## src/hw/rtl/ppcx_pkg.sv

```systemverilog
// ----------------------------------------------------------------------------
// ppcx_pkg
// Shared types, operation codes and helper functions of the integer execute unit.
// ----------------------------------------------------------------------------
package ppcx_pkg;

  localparam int unsigned RegW   = 32;
  localparam int unsigned NumReg = 32;
  localparam int unsigned IdxW   = 5;

  typedef enum logic [4:0] {
    OP_ADDI   = 5'd0,  OP_ADDIS  = 5'd1,  OP_ORI    = 5'd2,  OP_ORIS   = 5'd3,
    OP_ANDI   = 5'd4,  OP_ANDIS  = 5'd5,  OP_CMPLI  = 5'd6,  OP_CMPI   = 5'd7,
    OP_CMP    = 5'd8,  OP_CMPL   = 5'd9,  OP_OR     = 5'd10, OP_AND    = 5'd11,
    OP_EXTSB  = 5'd12, OP_EXTSH  = 5'd13, OP_SUBF   = 5'd14, OP_SUBFIC = 5'd15,
    OP_MULLI  = 5'd16, OP_MULLW  = 5'd17, OP_MULHWU = 5'd18, OP_ADD    = 5'd19,
    OP_ADDE   = 5'd20, OP_RLWINM = 5'd21, OP_RLWIMI = 5'd22, OP_RLWNM  = 5'd23,
    OP_SRAWI  = 5'd24, OP_CNTLZW = 5'd25
  } op_e;

  localparam logic [31:0] CrNibbleTop = 32'hF000_0000;
  localparam logic [31:0] CrLt        = 32'h8000_0000;
  localparam logic [31:0] CrGt        = 32'h4000_0000;
  localparam logic [31:0] CrEq        = 32'h2000_0000;
  localparam logic [31:0] AllOnes     = 32'hFFFF_FFFF;

  typedef struct packed {
    logic [4:0]  action;
    logic [4:0]  reg_field_ds;
    logic [4:0]  reg_field_a;
    logic [4:0]  reg_field_b;
    logic [15:0] immediate;
    logic [4:0]  shift_amount;
    logic [4:0]  mask_begin;
    logic [4:0]  mask_end;
    logic [2:0]  cr_field;
    logic        record;
  } instr_t;

  typedef struct packed {
    logic [31:0] result_value;
    logic [4:0]  dest_index;
    logic        wrote_register;
    logic [31:0] cond_value;
    logic        carry_out;
    logic        unsupported;
  } result_t;

  function automatic logic [31:0] cmp_flag(logic [31:0] x, logic [31:0] y, logic sgn);
    logic [31:0] xs;
    logic [31:0] ys;
    xs = sgn ? (x ^ 32'h8000_0000) : x;
    ys = sgn ? (y ^ 32'h8000_0000) : y;
    if (x == y) return CrEq;
    return (xs < ys) ? CrLt : CrGt;
  endfunction

  function automatic logic [31:0] wrap_mask(logic [4:0] mb, logic [4:0] me);
    logic [31:0] hi;
    logic [31:0] lo;
    hi = AllOnes >> mb;
    lo = (me == 5'd31) ? 32'd0 : (AllOnes >> ({1'b0, me} + 6'd1));
    return (mb > me) ? ~(hi ^ lo) : (hi ^ lo);
  endfunction

  function automatic logic [31:0] rotl(logic [31:0] v, logic [4:0] n);
    logic [63:0] w;
    w = {v, v} << n;
    return w[63:32];
  endfunction

  function automatic logic [5:0] count_lz(logic [31:0] v);
    logic [5:0] n;
    n = 6'd32;
    for (int i = 0; i < 32; i++) begin
      if (v[i]) n = 6'(31 - i);
    end
    return n;
  endfunction

endpackage

```

## src/hw/rtl/ppcx_ram.sv

```systemverilog
// ----------------------------------------------------------------------------
// ppcx_ram
// Generic single-write synchronous RAM with registered read.
// ----------------------------------------------------------------------------
module ppcx_ram #(
  parameter int unsigned Width = 32,
  parameter int unsigned Depth = 32
) (
  input  logic                     clk_i,
  input  logic                     we_i,
  input  logic [$clog2(Depth)-1:0] waddr_i,
  input  logic [Width-1:0]         wdata_i,
  input  logic                     re_i,
  input  logic [$clog2(Depth)-1:0] raddr_i,
  output logic [Width-1:0]         rdata_o
);

  logic [Width-1:0] mem_q [Depth];

  always_ff @(posedge clk_i) begin
    if (we_i) begin
      mem_q[waddr_i] <= wdata_i;
    end
    if (re_i) begin
      rdata_o <= mem_q[raddr_i];
    end
  end

endmodule

```

## src/hw/rtl/ppcx_regfile.sv

```systemverilog
// ----------------------------------------------------------------------------
// ppcx_regfile
// Three-read general register file: one RAM per read port, valid bits for
// reset, bypass of the write in flight.
// ----------------------------------------------------------------------------
module ppcx_regfile (
  input  logic                    clk_i,
  input  logic                    rst_ni,
  input  logic                    re_i,
  input  logic [ppcx_pkg::IdxW-1:0] raddr_ds_i,
  input  logic [ppcx_pkg::IdxW-1:0] raddr_a_i,
  input  logic [ppcx_pkg::IdxW-1:0] raddr_b_i,
  input  logic                    we_i,
  input  logic [ppcx_pkg::IdxW-1:0] waddr_i,
  input  logic [ppcx_pkg::RegW-1:0] wdata_i,
  output logic [ppcx_pkg::RegW-1:0] rdata_ds_o,
  output logic [ppcx_pkg::RegW-1:0] rdata_a_o,
  output logic [ppcx_pkg::RegW-1:0] rdata_b_o
);

  logic [ppcx_pkg::NumReg-1:0] valid_q;
  logic [ppcx_pkg::RegW-1:0]   ram_ds, ram_a, ram_b;
  logic [ppcx_pkg::IdxW-1:0]   addr_ds_q, addr_a_q, addr_b_q;
  logic                        vld_ds_q, vld_a_q, vld_b_q;
  logic                        byp_ds_q, byp_a_q, byp_b_q;
  logic [ppcx_pkg::RegW-1:0]   byp_data_q;

  ppcx_ram #(.Width(ppcx_pkg::RegW), .Depth(ppcx_pkg::NumReg)) u_ram_ds (
    .clk_i, .we_i, .waddr_i, .wdata_i, .re_i, .raddr_i(raddr_ds_i), .rdata_o(ram_ds));
  ppcx_ram #(.Width(ppcx_pkg::RegW), .Depth(ppcx_pkg::NumReg)) u_ram_a (
    .clk_i, .we_i, .waddr_i, .wdata_i, .re_i, .raddr_i(raddr_a_i), .rdata_o(ram_a));
  ppcx_ram #(.Width(ppcx_pkg::RegW), .Depth(ppcx_pkg::NumReg)) u_ram_b (
    .clk_i, .we_i, .waddr_i, .wdata_i, .re_i, .raddr_i(raddr_b_i), .rdata_o(ram_b));

  always_ff @(posedge clk_i or negedge rst_ni) begin
    if (!rst_ni) begin
      valid_q <= '0;
      vld_ds_q <= 1'b0;
      vld_a_q  <= 1'b0;
      vld_b_q  <= 1'b0;
      byp_ds_q <= 1'b0;
      byp_a_q  <= 1'b0;
      byp_b_q  <= 1'b0;
    end else begin
      if (we_i) begin
        valid_q[waddr_i] <= 1'b1;
      end
      if (re_i) begin
        vld_ds_q <= valid_q[raddr_ds_i];
        vld_a_q  <= valid_q[raddr_a_i];
        vld_b_q  <= valid_q[raddr_b_i];
        byp_ds_q <= we_i && (waddr_i == raddr_ds_i);
        byp_a_q  <= we_i && (waddr_i == raddr_a_i);
        byp_b_q  <= we_i && (waddr_i == raddr_b_i);
      end
    end
  end

  always_ff @(posedge clk_i) begin
    if (re_i) begin
      addr_ds_q  <= raddr_ds_i;
      addr_a_q   <= raddr_a_i;
      addr_b_q   <= raddr_b_i;
      byp_data_q <= wdata_i;
    end
  end

  // write in the read cycle wins; the core also forwards that same write to its operands
  assign rdata_ds_o = byp_ds_q ? byp_data_q : (vld_ds_q ? ram_ds : '0);
  assign rdata_a_o  = byp_a_q  ? byp_data_q : (vld_a_q  ? ram_a  : '0);
  assign rdata_b_o  = byp_b_q  ? byp_data_q : (vld_b_q  ? ram_b  : '0);

  assert property (@(posedge clk_i) disable iff (!rst_ni)
    we_i |=> valid_q[$past(waddr_i)])
    else $error("written register not marked valid");
  assert property (@(posedge clk_i) disable iff (!rst_ni)
    (re_i && we_i && waddr_i == raddr_a_i) |=> rdata_a_o == $past(wdata_i))
    else $error("same-cycle write not bypassed");
  assert property (@(posedge clk_i) disable iff (!rst_ni)
    re_i |=> addr_ds_q == $past(raddr_ds_i) && addr_a_q == $past(raddr_a_i) &&
             addr_b_q == $past(raddr_b_i))
    else $error("read address not held");

endmodule

```

## config.mk

```make
export PLATFORM = sky130hd
export DESIGN_NAME = ppcx_regfile
export DESIGN_NICKNAME = d
export VERILOG_FILES = /design/src/hw/rtl/ppcx_pkg.sv /design/src/hw/rtl/ppcx_ram.sv /design/src/hw/rtl/ppcx_regfile.sv
export SDC_FILE = /design/constraint.sdc
export NUM_CORES = 2
export LEC_CHECK = 0
export BUFFER_PORTS_ARGS = -buffer_cell sky130_fd_sc_hd__buf_2
export CAP_MARGIN = 10
export CORE_MARGIN = 2
export CORE_UTILIZATION = 60
export CTS_CLUSTER_SIZE = 24
export DETAILED_ROUTE_END_ITERATION = 7
export PLACE_DENSITY = 0.74
export SLEW_MARGIN = 20
export SYNTH_ARGS = -nofsm -noshare
export SYNTH_HDL_FRONTEND = slang
export SYNTH_SLANG_ARGS = --single-unit
```

## constraint.sdc

```tcl
create_clock -name clk_i -period 2.6 [get_ports clk_i]
set_input_delay 0.65 -clock clk_i [delete_from_list [all_inputs] [get_ports clk_i]]
set_output_delay 0.65 -clock clk_i [all_outputs]
set_load 0.005 [all_outputs]
```

==> run_results.csv <==
group,metric,value,unit
run_status,status,"finished, violations left",
run_status,violations,"setup timing",
critical_path,startpoint_type,"register",
logic_synthesis,synth_top_cell_by_area,"edfxtp_1",
logic_synthesis,ys_async_sr_fraction,0.0319,
logic_synthesis,synth_top_area_frac,0.559,
routing,ant_nets,0,
logic_synthesis,synth_cells,2841,
logic_synthesis,synth_xor_area_frac,0.00212,
timing,final_max_slew_viol_count,0,
pwr,p_int,36000,µW
placed_design,gp_congestion,0.923,
critical_path,rrSetupSlack,0.57,ns
placed_design,portBuffers,151,
timing,timing.fmax,363,MHz
critical_path,crit_slowest_cell,"dfrtp_4",
global_routing,gr-total-overflow,0,
die,dieWidth,325,µm
timing,fin_ws,-0.158,ns
layout,fin_nets,3281,
logic_synthesis,yosysWarnings,0,
clock_network,htreeDepth,3,
layout,final_core_util,0.717,
global_routing,grt_max_degree,56,
layout,fill_cells,5894,
clock_network,cts_root_buf,"clkbuf_16",
critical_path,critPathCaptureType,"output port",
run,drv_cap,0,
layout,instances_no_fill,4705,
placed_design,dp.cells,4452,
timing,whs,0.0403,ns
logic_synthesis,synthMuxAreaShare,0.375,
layout,syn_to_final_growth,18.1,%
logic_synthesis,synth_common_cells,"edfxtp_1 (1152), mux4_2 (960), clkbuf_1 (141)",
logic_synthesis,syn_area,61900,µm²
routing,vias,37200,
global_routing,grt_pass1_wl,278000,µm
logic_synthesis,synth_fp_nets,2897,
timing,skew,0.0263,ns
pwr,ir_drop,0.724,mV
critical_path,cp_data_required_time,1.95,ns
timing,period_needed,2.76,ns
clock_network,worstSkewPairLatency,0.75,ns
timing,slew_headroom,0.359,
logic_synthesis,ys_seq_area_frac,0.574,
routing,drc_errors,0,
clock_network,cts_tree,"yes",
logic_synthesis,synth_edf_count,1152,
global_routing,track_usage,0.375,
logic_synthesis,yosys.area_share.simple,0.0111,
critical_path,worst_path_largest_cell_delay,0.57,ns
pwr,switching_share,0.233,
routing,drt_iter0_drc,5657,
pwr,p_seq_frac,0.470,
die,core,102000,µm²
logic_synthesis,yosys.cell_count.top_type,"edfxtp_1",
timing,finalCritPeriodShare,1.06,
placed_design,dpl.hpwl,123000,µm
routing,vias_per_cell,7.91,
pwr,combPwrFrac,0.127,
die,num_io_pins,152,
pwr,p_sw,11000,µW
die,num_rows,117,
timing,fin_setup_tns,-7.83,ns
timing,rsz0062_at_grt,"yes",
routing,wl_per_cell,41.7,µm
logic_synthesis,synth_fa_ha_area_frac,0,
pwr,power.share.clock,0.403,
clock_network,cts_buffer_depth,3,
logic_synthesis,synth-compound-area-share,0.0172,
routing,wirelength,196000,µm
logic_synthesis,ys.flop_type,"edfxtp_1",
global_routing,antenna_found_initial,12,
logic_synthesis,synthTopCellsByArea,"edfxtp_1 (56%), mux4_2 (35%), mux2_2 (1.7%), dfrtp_1 (1.5%), a22o_1 (1.4%)",
timing,hold_violations,0,
critical_path,path_class,"register to output port",
critical_path,cp.arrival,2.11,ns
critical_path,crit_path_cell_trace,"nor2b_4, buf_4, buf_12, a22o_1, buf_2",
clock_network,clkTransAtPathRegs,0.06,ns
die,initial_core_util,0.607,
global_routing,grt_pass1_vias,37900,
timing,worstMarginPinSlew,0.962,ns
clock_network,cts_buffers,120,
logic_synthesis,synth_top_family_by_area,"multiplexers",
layout,drive_gt1_frac,0.565,
logic_synthesis,synth_seq_cells,1190,
die,die_area,106000,µm²
timing,setup_viol,93,
critical_path,cp_max_fo,10,
die,dieHeight,325,µm
logic_synthesis,synth_cell_types,33,
clock_network,clock_sinks,1190,
pwr,p_leak,0.0240,µW
logic_synthesis,postSynthAreaPerCell,21.8,µm²
pwr,power_density,642,nW/µm²
routing,dr.pass1.iters,6,
min_path,hp-class,"input port to asynchronous set/reset pin",
[final cells by class]
class / count / area, µm² / share of cell area
inverters: 3 / 11.3 / 0.000154
flip-flops and latches: 1190 / 35600 / 0.486
repair buffers: 530 / 5950 / 0.0814
clock inverters: 90 / 1200 / 0.0164
well taps: 1368 / 1710 / 0.0234
clock buffers: 136 / 3140 / 0.0429
multi-input cells: 1380 / 25500 / 0.349
diodes: 8 / 20.0 / 0.000274
[stage by stage]
step / setup slack, ns / total power (µW) / instance area, µm²
after global placement: -0.216 / 27900 / 68100
after CTS: -0.137 / 46900 / 73000
after global routing: -0.190 / 48100 / 73100
after detailed placement: -0.241 / 28000 / 68100
final: -0.158 / 47000 / 73100
after floorplan: -0.514 / 25600 / 62000
[repair_timing]
item,in CTS,in global routing
setup buffers,13,5
cloned,2,2
endpoints found under the setup margin,96,95
hold buffers,0,0
gates resized for setup,75,13
pin swaps,32,12
[placed cells by master, fill, tap and decap left out, drive strengths merged, types with 20 or more instances in the layout]
cell,n
edfxtp,1152
mux4,960
bufinv,26
clkbuf,137
dfrtp,38
mux2i,48
nand2,20
clkinv,45
a22o,96
nor2,39
mux2,96
buf,529
or2,32
[final timing paths]
path / startpoint / cells past startpoint / to
worst max-delay path: byp_ds_q$_DFFE_PN0P_ / 5 / rdata_ds_o[17]
worst min-delay path: rst_ni / 1 / byp_ds_q$_DFFE_PN0P_
worst max register to register: u_ram_b.mem_q[8][26]$_DFFE_PP_ / 3 / u_ram_b.rdata_o[26]$_DFFE_PP_
worst min register to register: valid_q[24]$_DFFE_PN0P_ / 1 / valid_q[24]$_DFFE_PN0P_
max in group asynchronous: rst_ni / 1 / byp_b_q$_DFFE_PN0P_
min in group clk_i: we_i / 3 / byp_ds_q$_DFFE_PN0P_
[power groups by stage]
stage,combinational (µW),sequential [µW],clock [µW]
floorplan,3390,22200,0
finish,5960,22100,18900
detailed placement,5600,22400,0
global route,6180,22100,19800
CTS,5840,22000,19100
global placement,5510,22400,0
[worst max-delay path: cells and delay by family, from the launching register on]
kind                   cells  cell delay, ns
DFF                        1            0.57
buffers and inverters      3            0.47
AOI/OAI and AO/OA          1            0.20
and+or+nand+nor            1            0.14
[state kept, by name (all words and copies together), names as in the netlist]
name              flops
byp_b_q               1
byp_a_q               1
u_ram_a.rdata_o      32
byp_ds_q              1
u_ram_ds.rdata_o     32
vld_ds_q              1
vld_b_q               1
vld_a_q               1
u_ram_b.mem_q       512
byp_data_q           32
u_ram_b.rdata_o      32
valid_q              32
u_ram_ds.mem_q      512
[layer usage]
metal	GRT usage	wire length (µm)	up-vias
met5	0	13	-
met4	0.181	11300	2
met3	0.106	26400	633
met2	0.586	94000	3289
met1	0.493	64300	19600
li1	-	-	13700
[cell families (layout without fill, tap and decap cells)]
family,count (synthesis),after routing
xor gates and xnor gates,15,15
and+or+nand+nor,132,132
other,0,8
muxes,1104,1104
AOI/OAI and AO/OA,129,129
buffers and inverters,271,759
DFF,1190,1190
Power figures use the tool's default switching activity.
